## src/rtl/core/rtpl_pkg.sv

```systemverilog
`default_nettype none

package rtpl_pkg;

    localparam int MAX_ENTRIES_DEF = 16;
    localparam int ID_W            = 8;
    localparam int PRI_W           = 8;
    localparam int STATUS_W        = 3;
    localparam int ENTRY_COUNT_W   = 5;

    localparam logic FUNC_INSERT = 1'b0;
    localparam logic FUNC_REMOVE = 1'b1;

    typedef enum logic [STATUS_W-1:0] {
        ST_OK       = 3'd0,
        ST_TAIL     = 3'd1,
        ST_IDLE     = 3'd2,
        ST_EMPTY    = 3'd3,
        ST_FULL     = 3'd4,
        ST_NOTFOUND = 3'd5
    } status_t;

    typedef struct packed {
        logic             valid;
        logic [ID_W-1:0]  id;
        logic [PRI_W-1:0] pri;
    } entry_t;

    // Operation broadcast to every cell of the chain.
    typedef struct packed {
        logic             ins_en;
        logic             rem_en;
        logic [ID_W-1:0]  id;
        logic [PRI_W-1:0] pri;
    } op_t;

    // Signals passed from a cell to its neighbour further from the head.
    typedef struct packed {
        logic take;
        logic hit;
        logic ge;
    } link_t;

endpackage : rtpl_pkg

`default_nettype wire

```

## src/rtl/core/rtpl_req_if.sv

```systemverilog
`default_nettype none

interface rtpl_req_if;
    import rtpl_pkg::*;

    logic             valid;
    logic             ready;
    logic             func;
    logic [ID_W-1:0]  task_id;
    logic [PRI_W-1:0] priority_req;

    modport source (output valid, output func, output task_id, output priority_req,
                    input ready);
    modport sink   (input valid, input func, input task_id, input priority_req,
                    output ready);
endinterface : rtpl_req_if

`default_nettype wire

```

## src/rtl/core/rtpl_rsp_if.sv

```systemverilog
`default_nettype none

interface rtpl_rsp_if;
    import rtpl_pkg::*;

    logic                     valid;
    logic                     ready;
    logic [STATUS_W-1:0]      status;
    logic [ID_W-1:0]          head_task_id;
    logic [PRI_W-1:0]         head_priority;
    logic [ENTRY_COUNT_W-1:0] entry_count;

    modport source (output valid, output status, output head_task_id,
                    output head_priority, output entry_count, input ready);
    modport sink   (input valid, input status, input head_task_id,
                    input head_priority, input entry_count, output ready);
endinterface : rtpl_rsp_if

`default_nettype wire

```

## src/rtl/core/ready_task_priority_list_top.sv

```systemverilog
`default_nettype none

// Channel   Direction  Payload
// req       in         func, task_id, priority_req
// rsp       out        status, head_task_id, head_priority, entry_count
// cfg       in         cfg_we, cfg_wdata (idle task id)
//
// Each transfer on req is first captured in the request registers; then the
// whole cell chain updates in parallel and the result register is loaded.
// The update waits while a previous result is still held in the result
// register; a new request is taken as soon as the update is done.
// Reset empties the list at once and sets the idle task id to zero.

module ready_task_priority_list_top #(
    parameter int MAX_ENTRIES = rtpl_pkg::MAX_ENTRIES_DEF
) (
    input  wire logic                      clk,
    input  wire logic                      rst_n,
    rtpl_req_if.sink                       req,
    rtpl_rsp_if.source                     rsp,
    input  wire logic                      cfg_we,
    input  wire logic [rtpl_pkg::ID_W-1:0] cfg_wdata
);
    import rtpl_pkg::*;

    localparam int COUNT_W = $clog2(MAX_ENTRIES + 1);

    logic                     busy_reg;
    logic                     func_reg;
    logic [ID_W-1:0]          id_reg;
    logic [PRI_W-1:0]         pri_reg;
    logic [ID_W-1:0]          idle_id_reg;
    logic [COUNT_W-1:0]       count_reg;
    logic [COUNT_W-1:0]       count_next;
    logic                     out_valid_reg;
    status_t                  status_reg;
    status_t                  status_next;
    logic [ID_W-1:0]          head_id_reg;
    logic [PRI_W-1:0]         head_pri_reg;
    logic [ENTRY_COUNT_W-1:0] out_count_reg;

    logic   exec;
    logic   full;
    logic   is_idle;
    op_t    op;
    link_t  links [0:MAX_ENTRIES];
    entry_t ents  [0:MAX_ENTRIES-1];
    entry_t nexts [0:MAX_ENTRIES-1];

    assign req.ready = !busy_reg;
    assign exec      = busy_reg && (!out_valid_reg || rsp.ready);
    assign full      = (count_reg == COUNT_W'(MAX_ENTRIES));
    assign is_idle   = (id_reg == idle_id_reg);

    assign op.ins_en = exec && (func_reg == FUNC_INSERT) && !full;
    assign op.rem_en = exec && (func_reg == FUNC_REMOVE) && !is_idle
                       && links[MAX_ENTRIES].hit;
    assign op.id     = id_reg;
    assign op.pri    = pri_reg;

    assign links[0] = '{take: 1'b0, hit: 1'b0, ge: 1'b0};

    for (genvar i = 0; i < MAX_ENTRIES; i++)
    begin : g_cell
        entry_t prev_e;
        entry_t next_e;

        if (i == 0)
        begin : g_first
            assign prev_e = '{valid: 1'b0, id: '0, pri: '0};
        end
        else
        begin : g_mid
            assign prev_e = ents[i-1];
        end

        if (i == MAX_ENTRIES - 1)
        begin : g_last
            assign next_e = '{valid: 1'b0, id: '0, pri: '0};
        end
        else
        begin : g_body
            assign next_e = ents[i+1];
        end

        rtpl_cell u_cell (
            .clk        (clk),
            .rst_n      (rst_n),
            .op         (op),
            .link_in    (links[i]),
            .link_out   (links[i+1]),
            .prev_entry (prev_e),
            .next_entry (next_e),
            .entry      (ents[i]),
            .entry_next (nexts[i])
        );
    end

    always_comb
    begin
        status_next = ST_OK;
        count_next  = count_reg;
        if (func_reg == FUNC_INSERT)
        begin
            if (full)
            begin
                status_next = ST_FULL;
            end
            else
            begin
                count_next = count_reg + COUNT_W'(1);
                if ((count_reg != '0) && !links[MAX_ENTRIES].ge)
                begin
                    status_next = ST_TAIL;
                end
            end
        end
        else
        begin
            if (is_idle)
            begin
                status_next = ST_IDLE;
            end
            else if (count_reg == '0)
            begin
                status_next = ST_EMPTY;
            end
            else if (!links[MAX_ENTRIES].hit)
            begin
                status_next = ST_NOTFOUND;
            end
            else
            begin
                count_next = count_reg - COUNT_W'(1);
            end
        end
    end

    always_ff @(posedge clk or negedge rst_n)
    begin
        if (!rst_n)
        begin
            busy_reg      <= 1'b0;
            out_valid_reg <= 1'b0;
            count_reg     <= '0;
            idle_id_reg   <= '0;
        end
        else
        begin
            if (cfg_we)
            begin
                idle_id_reg <= cfg_wdata;
            end
            if (req.valid && req.ready)
            begin
                busy_reg <= 1'b1;
            end
            else if (exec)
            begin
                busy_reg <= 1'b0;
            end
            if (exec)
            begin
                out_valid_reg <= 1'b1;
                count_reg     <= count_next;
            end
            else if (rsp.ready)
            begin
                out_valid_reg <= 1'b0;
            end
        end
    end

    always_ff @(posedge clk)
    begin
        if (req.valid && req.ready)
        begin
            func_reg <= req.func;
            id_reg   <= req.task_id;
            pri_reg  <= req.priority_req;
        end
        if (exec)
        begin
            status_reg    <= status_next;
            head_id_reg   <= nexts[0].valid ? nexts[0].id : '0;
            head_pri_reg  <= nexts[0].valid ? nexts[0].pri : '0;
            out_count_reg <= ENTRY_COUNT_W'(count_next);
        end
    end

    assign rsp.valid         = out_valid_reg;
    assign rsp.status        = status_reg;
    assign rsp.head_task_id  = head_id_reg;
    assign rsp.head_priority = head_pri_reg;
    assign rsp.entry_count   = out_count_reg;

endmodule : ready_task_priority_list_top

`default_nettype wire

```

## src/rtl/core/rtpl_cell.sv

```systemverilog
`default_nettype none

module rtpl_cell (
    input  wire logic            clk,
    input  wire logic            rst_n,
    input  wire rtpl_pkg::op_t   op,
    input  wire rtpl_pkg::link_t link_in,
    output rtpl_pkg::link_t      link_out,
    input  wire rtpl_pkg::entry_t prev_entry,
    input  wire rtpl_pkg::entry_t next_entry,
    output rtpl_pkg::entry_t     entry,
    output rtpl_pkg::entry_t     entry_next
);
    import rtpl_pkg::*;

    logic             valid_reg;
    logic [ID_W-1:0]  id_reg;
    logic [PRI_W-1:0] pri_reg;
    logic             ge;
    logic             take;
    logic             match;

    assign entry = '{valid: valid_reg, id: id_reg, pri: pri_reg};

    assign ge    = valid_reg && (pri_reg >= op.pri);
    assign take  = !valid_reg || (pri_reg >= op.pri);
    assign match = valid_reg && (id_reg == op.id);

    assign link_out = '{take: take, hit: link_in.hit | match, ge: link_in.ge | ge};

    // On insert the landing cell loads the new task and every cell behind it
    // takes the entry of its neighbour nearer the head. On remove the matching
    // cell and every cell behind it take the entry of the neighbour behind.
    always_comb
    begin
        entry_next = entry;
        if (op.ins_en && take)
        begin
            if (link_in.take)
            begin
                entry_next = prev_entry;
            end
            else
            begin
                entry_next = '{valid: 1'b1, id: op.id, pri: op.pri};
            end
        end
        else if (op.rem_en && (link_in.hit || match))
        begin
            entry_next = next_entry;
        end
    end

    always_ff @(posedge clk or negedge rst_n)
    begin
        if (!rst_n)
        begin
            valid_reg <= 1'b0;
        end
        else
        begin
            valid_reg <= entry_next.valid;
        end
    end

    always_ff @(posedge clk)
    begin
        id_reg  <= entry_next.id;
        pri_reg <= entry_next.pri;
    end

endmodule : rtpl_cell

`default_nettype wire

```

## src/flat_wrapper.sv

```systemverilog
// flat-port wrapper written by rule: the top's interface ports become plain ports
module ready_task_priority_list_top_flat import rtpl_pkg::*;
#(
    parameter int MAX_ENTRIES = rtpl_pkg::MAX_ENTRIES_DEF
)
  (clk, rst_n, cfg_we, cfg_wdata, req_valid, req_func, req_task_id, req_priority_req, req_ready, rsp_valid, rsp_status, rsp_head_task_id, rsp_head_priority, rsp_entry_count, rsp_ready);
  rtpl_req_if req_i ();
  rtpl_rsp_if rsp_i ();
  input  wire logic clk;
  input  wire logic rst_n;
  input  wire logic cfg_we;
  input  wire logic [rtpl_pkg::ID_W-1:0] cfg_wdata;
  input wire logic [$bits(req_i.valid)-1:0] req_valid;
  input wire logic [$bits(req_i.func)-1:0] req_func;
  input wire logic [$bits(req_i.task_id)-1:0] req_task_id;
  input wire logic [$bits(req_i.priority_req)-1:0] req_priority_req;
  output wire logic [$bits(req_i.ready)-1:0] req_ready;
  output wire logic [$bits(rsp_i.valid)-1:0] rsp_valid;
  output wire logic [$bits(rsp_i.status)-1:0] rsp_status;
  output wire logic [$bits(rsp_i.head_task_id)-1:0] rsp_head_task_id;
  output wire logic [$bits(rsp_i.head_priority)-1:0] rsp_head_priority;
  output wire logic [$bits(rsp_i.entry_count)-1:0] rsp_entry_count;
  input wire logic [$bits(rsp_i.ready)-1:0] rsp_ready;
  assign req_i.valid = req_valid;
  assign req_i.func = req_func;
  assign req_i.task_id = req_task_id;
  assign req_i.priority_req = req_priority_req;
  assign req_ready = req_i.ready;
  assign rsp_valid = rsp_i.valid;
  assign rsp_status = rsp_i.status;
  assign rsp_head_task_id = rsp_i.head_task_id;
  assign rsp_head_priority = rsp_i.head_priority;
  assign rsp_entry_count = rsp_i.entry_count;
  assign rsp_i.ready = rsp_ready;
  ready_task_priority_list_top #(.MAX_ENTRIES(MAX_ENTRIES)) u_core (.clk(clk), .rst_n(rst_n), .req(req_i), .rsp(rsp_i), .cfg_we(cfg_we), .cfg_wdata(cfg_wdata));
endmodule
```

## config.mk

```make
export PLATFORM = sky130hd
export DESIGN_NAME = ready_task_priority_list_top_flat
export DESIGN_NICKNAME = d
export VERILOG_FILES = /design/src/rtl/core/rtpl_pkg.sv /design/src/rtl/core/rtpl_req_if.sv /design/src/rtl/core/rtpl_rsp_if.sv /design/src/rtl/core/ready_task_priority_list_top.sv /design/src/rtl/core/rtpl_cell.sv /design/src/flat_wrapper.sv
export SDC_FILE = /design/constraint.sdc
export NUM_CORES = 1
export LEC_CHECK = 0
export BUFFER_PORTS_ARGS = -buffer_cell sky130_fd_sc_hd__buf_2
export CAP_MARGIN = 10
export CORE_MARGIN = 3
export CORE_UTILIZATION = 37
export DETAILED_ROUTE_END_ITERATION = 8
export PLACE_DENSITY = 0.59
export SLEW_MARGIN = 20
export SYNTH_ARGS = -nofsm -noshare
export SYNTH_HDL_FRONTEND = slang
export SYNTH_SLANG_ARGS = --single-unit
```

## constraint.sdc

```tcl
create_clock -name clk -period 10.2 [get_ports clk]
set_input_delay 2.04 -clock clk [delete_from_list [all_inputs] [get_ports clk]]
set_output_delay 2.04 -clock clk [all_outputs]
set_load 0.005 [all_outputs]
```

# Word-level counts from Yosys, hierarchy flattened
# Index checks and enable logic that the tools add are counted.
dict set report totals {
  input_bits 30
  ff_bits 328
  word_cells 332
}
dict set report op_classes {
  mux 62
  bitwise_logic 31
  n_lt_le_gt_ge 16
  addsub 2
  reduce_logical 144
  n_eq_ne 18
}
# op count
set op_table {}
lappend op_table {{17-bit two-way mux} 47}
lappend op_table {{8-bit equality test} 17}
lappend op_table {{8-bit >= comparator} 16}
lappend op_table {{1-bit logical AND} 72}
lappend op_table {{2-bit nonzero test} 17}
lappend op_table {{1-bit logical OR} 32}
lappend op_table {{1-bit OR} 30}
lappend op_table {{5-bit two-way mux} 5}
lappend op_table {{1-bit zero test} 21}
lappend op_table {{3-bit two-way mux} 5}
lappend op_table {{5-bit by 1-bit adder with 5-bit output (second input constant)} 1}
lappend op_table {{5-bit equality test (second input constant)} 1}
lappend op_table {{5-bit zero test} 1}
lappend op_table {{1-bit two-way mux} 5}
lappend op_table {{5-bit nonzero test} 1}
lappend op_table {{5-bit by 1-bit subtractor with 5-bit output (second input constant)} 1}
lappend op_table {{1-bit inverter} 1}

# Depth between registers and ports, before layout
dict set report logic_depth {
  ltp_word 22
  depth_mapped 14
  depth_no_buf 10
}

# By module
# From an unflattened synthesis, not the netlist that was laid out.
dict set report hier_totals {
  hier_cells 2033
  area_unflattened_um2 22441.5
}
# module seq_area_each_um2 cells_per_inst instances area_each_um2
set modules_own_cells {}
lappend modules_own_cells {rtpl_cell 345.3 116 16 1249.9}
lappend modules_own_cells {ready_task_priority_list_top 1606.5 177 1 2442.3}

# Worst setup path after synthesis
# No wires, ideal clock.
dict set report synth_path {
  kind {in2reg}
  startpoint {input rsp_ready}
  endpoint {register u_core.g_cell[1].u_cell.id_reg[0], enable pin}
  stages 6
  required_time_ns 9.789
  slack_ns 4.985
  arrival_ns 4.803
  path_buffers 1
  setup_time_ns 0.411
  path_cell_list {nand2b_1 -> nand2_1 -> inv_1 -> clkbuf_1 -> nand3_1 -> o21ai_0}
}
dict set report synth_via {
  elab_chain_cells 7
  elab_cells_between_ends 10
}
# element line_no
set synth_lines {}
lappend synth_lines {{start: declaration} flat_wrapper.sv:23} ;# input wire logic [$bits(rsp_i.ready)-1:0] rsp_ready;
lappend synth_lines {{1-bit logical OR (*)} ready_task_priority_list_top.sv:51} ;# assign exec = busy_reg && (!out_valid_reg || rsp.ready);
lappend synth_lines {{1-bit logical AND (*)} ready_task_priority_list_top.sv:51}
lappend synth_lines {{named net u_core.exec} ready_task_priority_list_top.sv:42} ;# logic exec;
lappend synth_lines {{1-bit logical AND (2 in a row)} ready_task_priority_list_top.sv:56} ;# assign op.rem_en = exec && (func_reg == FUNC_REMOVE) && !is_idle
lappend synth_lines {{1-bit logical AND} ready_task_priority_list_top.sv:57} ;# && links[MAX_ENTRIES].hit;
lappend synth_lines {{1-bit logical AND} rtpl_cell.sv:48} ;# else if (op.rem_en && (link_in.hit || match))
lappend synth_lines {{2-bit nonzero test (no source line) (*)} -}
lappend synth_lines {{end signal: assignment} rtpl_cell.sv:68} ;# id_reg <= entry_next.id;
lappend synth_lines {{end: declaration} rtpl_cell.sv:17} ;# logic [ID_W-1:0] id_reg;
# Mark *: on every way through the listed nets, which the timed path passes. The rest lies on a longest branch.
# A chain may end at the register's enable or synchronous reset.

# Worst setup path after layout
dict set report layout_path {
  startpoint {register u_core.pri_reg[5]}
  endpoint {register u_core.g_cell[13].u_cell.id_reg[5], enable pin}
}
dict set report layout_via {
  elab_chain_cells 4
}
# element line_no
set layout_lines {}
lappend layout_lines {{start: declaration} ready_task_priority_list_top.sv:31} ;# logic [PRI_W-1:0] pri_reg;
lappend layout_lines {{start signal: assignment} ready_task_priority_list_top.sv:180} ;# pri_reg <= req.priority_req;
lappend layout_lines {{8-bit >= comparator} rtpl_cell.sv:26} ;# assign take = !valid_reg || (pri_reg >= op.pri);
lappend layout_lines {{1-bit logical OR} rtpl_cell.sv:26}
lappend layout_lines {{1-bit logical AND} rtpl_cell.sv:37} ;# if (op.ins_en && take)
lappend layout_lines {{2-bit nonzero test (no source line)} -}
lappend layout_lines {{end signal: assignment} rtpl_cell.sv:68}
lappend layout_lines {{end: declaration} rtpl_cell.sv:17}
# No other way between the ends.

==> results.ini <==
[global_routing]
grt-ovfl-total = 0
grt_pass1_vias = 15400
grt_util_all_layers_pct = 21.2
grt_pass1_wl_mm = 96.4
antenna_found_initial = 1
grt_max_degree = 50

[power]
p_leak_nw = 9.15
vdd_drop_max_uv = 123
pwr_density_cell_nw_per_um2 = 289

[sta]
hold_viol_final = 0
finalCritPeriodShare_pct = 48.4
rsz0062_at_grt = false
worstMarginPinSlew_ns = 1.03
skew_ns = 0.0192
fmax_ghz = 0.202
final.setup.tns_ns = 0
report.final.slew_viol_count = 0
min_period_ns = 4.94
relSlewSlack_pct = 31.1
finalSetupViolations = 0

[cts]
clk-insertion-delay-late_ns = 0.55
numCtsBuffers = 38
post-cts-setup-buffers = 0
cts_sinks = 328
cts_tree = built
root_buffer = clkbuf_16
clk_path_buf_depth = 3
clk_pin_slew_ns = 0.06
cts_hold_buf = 0
postCtsResizedCells = 0
h-tree-depth = 2

[layout]
final_net_count = 2205
fin_util_pct = 41.5
num_antenna_cells = 0
drive_above_1_share_pct = 8.10
areaGrowthSynthToFinish_pct = 9.77
final_cell_mix = 281 x edfxtp_1, 280 x nor2_1, 268 x a21oi_1, 175 x mux2i_1, 159 x nand2_1
layout_commonest_cell = edfxtp_1

[floorplanning]
die_area_um2 = 58400
start_util_pct = 37.8
die_x_um = 242
rows = 85
core-area_um2 = 54300
dieHeight_um = 242
ios = 56

[critical_path]
critPathArrivalTime_ns = 5.06
end_kind = flop
path_cells = inv_1 > buf_4 > ha_1 > a2111oi_0 > nand2_1 > o22ai_1 > nand2_1 > nand2_1 > nand2_1
startpoint = u_core.pri_reg[5]$_DFFE_PP_
max_stage_delay_ns = 0.94
slowest_stage = nand2_1
cp-start-kind = flop
r2r-end = u_core.g_cell[13].u_cell.id_reg[5]$_DFFE_PP_
cp_max_fo = 34
rr_worst_depth = 9
r2r_slack_ns = 5.26
reg2reg_from = u_core.pri_reg[5]$_DFFE_PP_
crit_top_cell = nand2_1
worstPathRequired_ns = 10.32
crit_type = reg2reg
cp-endpoint = u_core.g_cell[13].u_cell.id_reg[5]$_DFFE_PP_

[logic_synthesis]
yosysWarnings = 0
avgSynthCellArea_um2 = 9.93
synthFlopType = edfxtp_1
ys_types = 68
syn_inst = 2068
async_flop_share_pct = 9.45
ys_seq_area_share_pct = 46.4
synth_edf_count = 281
synth_area_um2 = 20500
synth_seq_cells = 328
mappedNetlistNets = 2228

[routing]
drtPass1Iterations = 6
first_iter_violations = 1616
vias = 16000
avgViaCountPerCell = 5.67
wirelength_mm = 63.9
drc = 0
ant_nets = 0
drt-wirelength-per-cell_um = 22.7

[hold_path]
hold_path.class = reg2reg

[outcome]
outcome = finished clean

[run]
cap_violations = 0

[place]
place_congestion = 0.896
io_buffers = 55
dpl.hpwl_mm = 45.2

-- critical path: cells and delay by family, from the launching register on --
family,cells,cell delay [ns]
AND/OR/NAND/NOR,4,2.32
buffers and inverters,2,0.75
AO/OA/AOI/OAI,2,0.64
flip-flops,1,0.44
adder cells (fa/ha/maj),1,0.32
-- synthesized netlist by cell type, types with 3 or more instances --
master / count / area (µm²)
or3_1: 6 / 37.5
a211oi_1: 23 / 173
xnor2_1: 107 / 937
clkbuf_1: 86 / 323
nor3_1: 32 / 160
nand2_1: 159 / 597
and2_1: 8 / 50.1
nor4_1: 11 / 68.8
o21a_1: 14 / 105
a21o_1: 13 / 97.6
buf_4: 14 / 105
o22ai_1: 4 / 25.0
a21oi_1: 268 / 1340
a31oi_1: 5 / 31.3
o41ai_1: 3 / 26.3
o21ai_1: 8 / 40.0
edfxtp_1: 281 / 8440
ha_1: 130 / 1630
nand4_1: 15 / 93.8
a2111oi_0: 8 / 70.1
nor2b_1: 7 / 43.8
buf_2: 34 / 170
nand3_1: 32 / 160
xor2_1: 32 / 280
inv_1: 40 / 150
a41oi_1: 3 / 26.3
nand2b_1: 24 / 150
dfrtp_1: 31 / 776
mux2_2: 9 / 101
o221ai_1: 4 / 35.0
nor2_1: 280 / 1050
o2111ai_1: 8 / 70.1
buf_1: 4 / 15.0
buf_6: 6 / 67.6
mux2i_1: 175 / 1750
and3_1: 3 / 18.8
dfxtp_1: 16 / 320
o21ai_0: 124 / 621
-- through the flow --
step                      power, mW  cells  cell area (µm²)  setup WS [ns]  hold WS (ns)
after global placement         5.03   2742            21200           5.40         0.501
after CTS                      6.49   2811            22500           5.21         0.533
after detailed placement       5.10   2742            21200           5.22         0.520
after global routing           6.90   2813            22500           4.85         0.555
final                          6.51   2813            22500           5.26         0.529
after floorplan                4.27   2068            20500           4.99         0.491
-- metal layers --
| metal | track usage (%) | vias up | share of wire [%] |
|---|---|---|---|
| li1 | - | 7432 | - |
| met1 | 29.4 | 7786 | 45 |
| met2 | 34.2 | 613 | 46 |
| met3 | 2.91 | 131 | 6.3 |
| met4 | 6.76 | 0 | 3.1 |
| met5 | 0 | - | 0 |
-- power by group --
part | total, mW | switching (mW) | internal (mW)
clock | 1.38 | 0.559 | 0.817
sequential | 2.49 | 0.446 | 2.05
combinational | 2.64 | 1.64 | 0.994
total | 6.51 | 2.65 | 3.86
-- worst min path at each step --
stage	start	endpoint	slack (ns)	cells after the start
final	u_core.idle_id_reg[4]$_DFFE_PN0P_	u_core.idle_id_reg[4]$_DFFE_PN0P_	0.53	1
after global routing	u_core.idle_id_reg[1]$_DFFE_PN0P_	u_core.idle_id_reg[1]$_DFFE_PN0P_	0.55	1
after CTS	u_core.rsp.valid$_DFFE_PN0P_	u_core.rsp.valid$_DFFE_PN0P_	0.53	2
after detailed placement	u_core.rsp.valid$_DFFE_PN0P_	u_core.rsp.valid$_DFFE_PN0P_	0.52	2
after global placement	u_core.rsp.valid$_DFFE_PN0P_	u_core.rsp.valid$_DFFE_PN0P_	0.50	2
after floorplan	u_core.g_cell[6].u_cell.valid_reg$_DFFE_PN0P_	u_core.g_cell[7].u_cell.valid_reg$_DFFE_PN0P_	0.49	2
-- layout make-up --
type / instances / area, µm²
fillers: 5278 / 31800
well taps: 739 / 925
repair buffers: 82 / 498
flip-flops and latches: 328 / 9530
multi-input cells: 1554 / 10200
clock buffers: 49 / 1030
clock inverters: 20 / 200
inverters: 41 / 154
-- cells by family after synthesis --
| group | Yosys count | synth area share [%] |
|---|---|---|
| simple gates | 586 | 12.2 |
| compound gates | 515 | 14.4 |
| flops | 328 | 46.4 |
| buf+inv | 186 | 4.09 |
| mux | 184 | 9.02 |
| xor+xnor | 139 | 5.93 |
| fa+ha+maj | 130 | 7.92 |
Note: power is estimated with default switching activity, not from simulation.
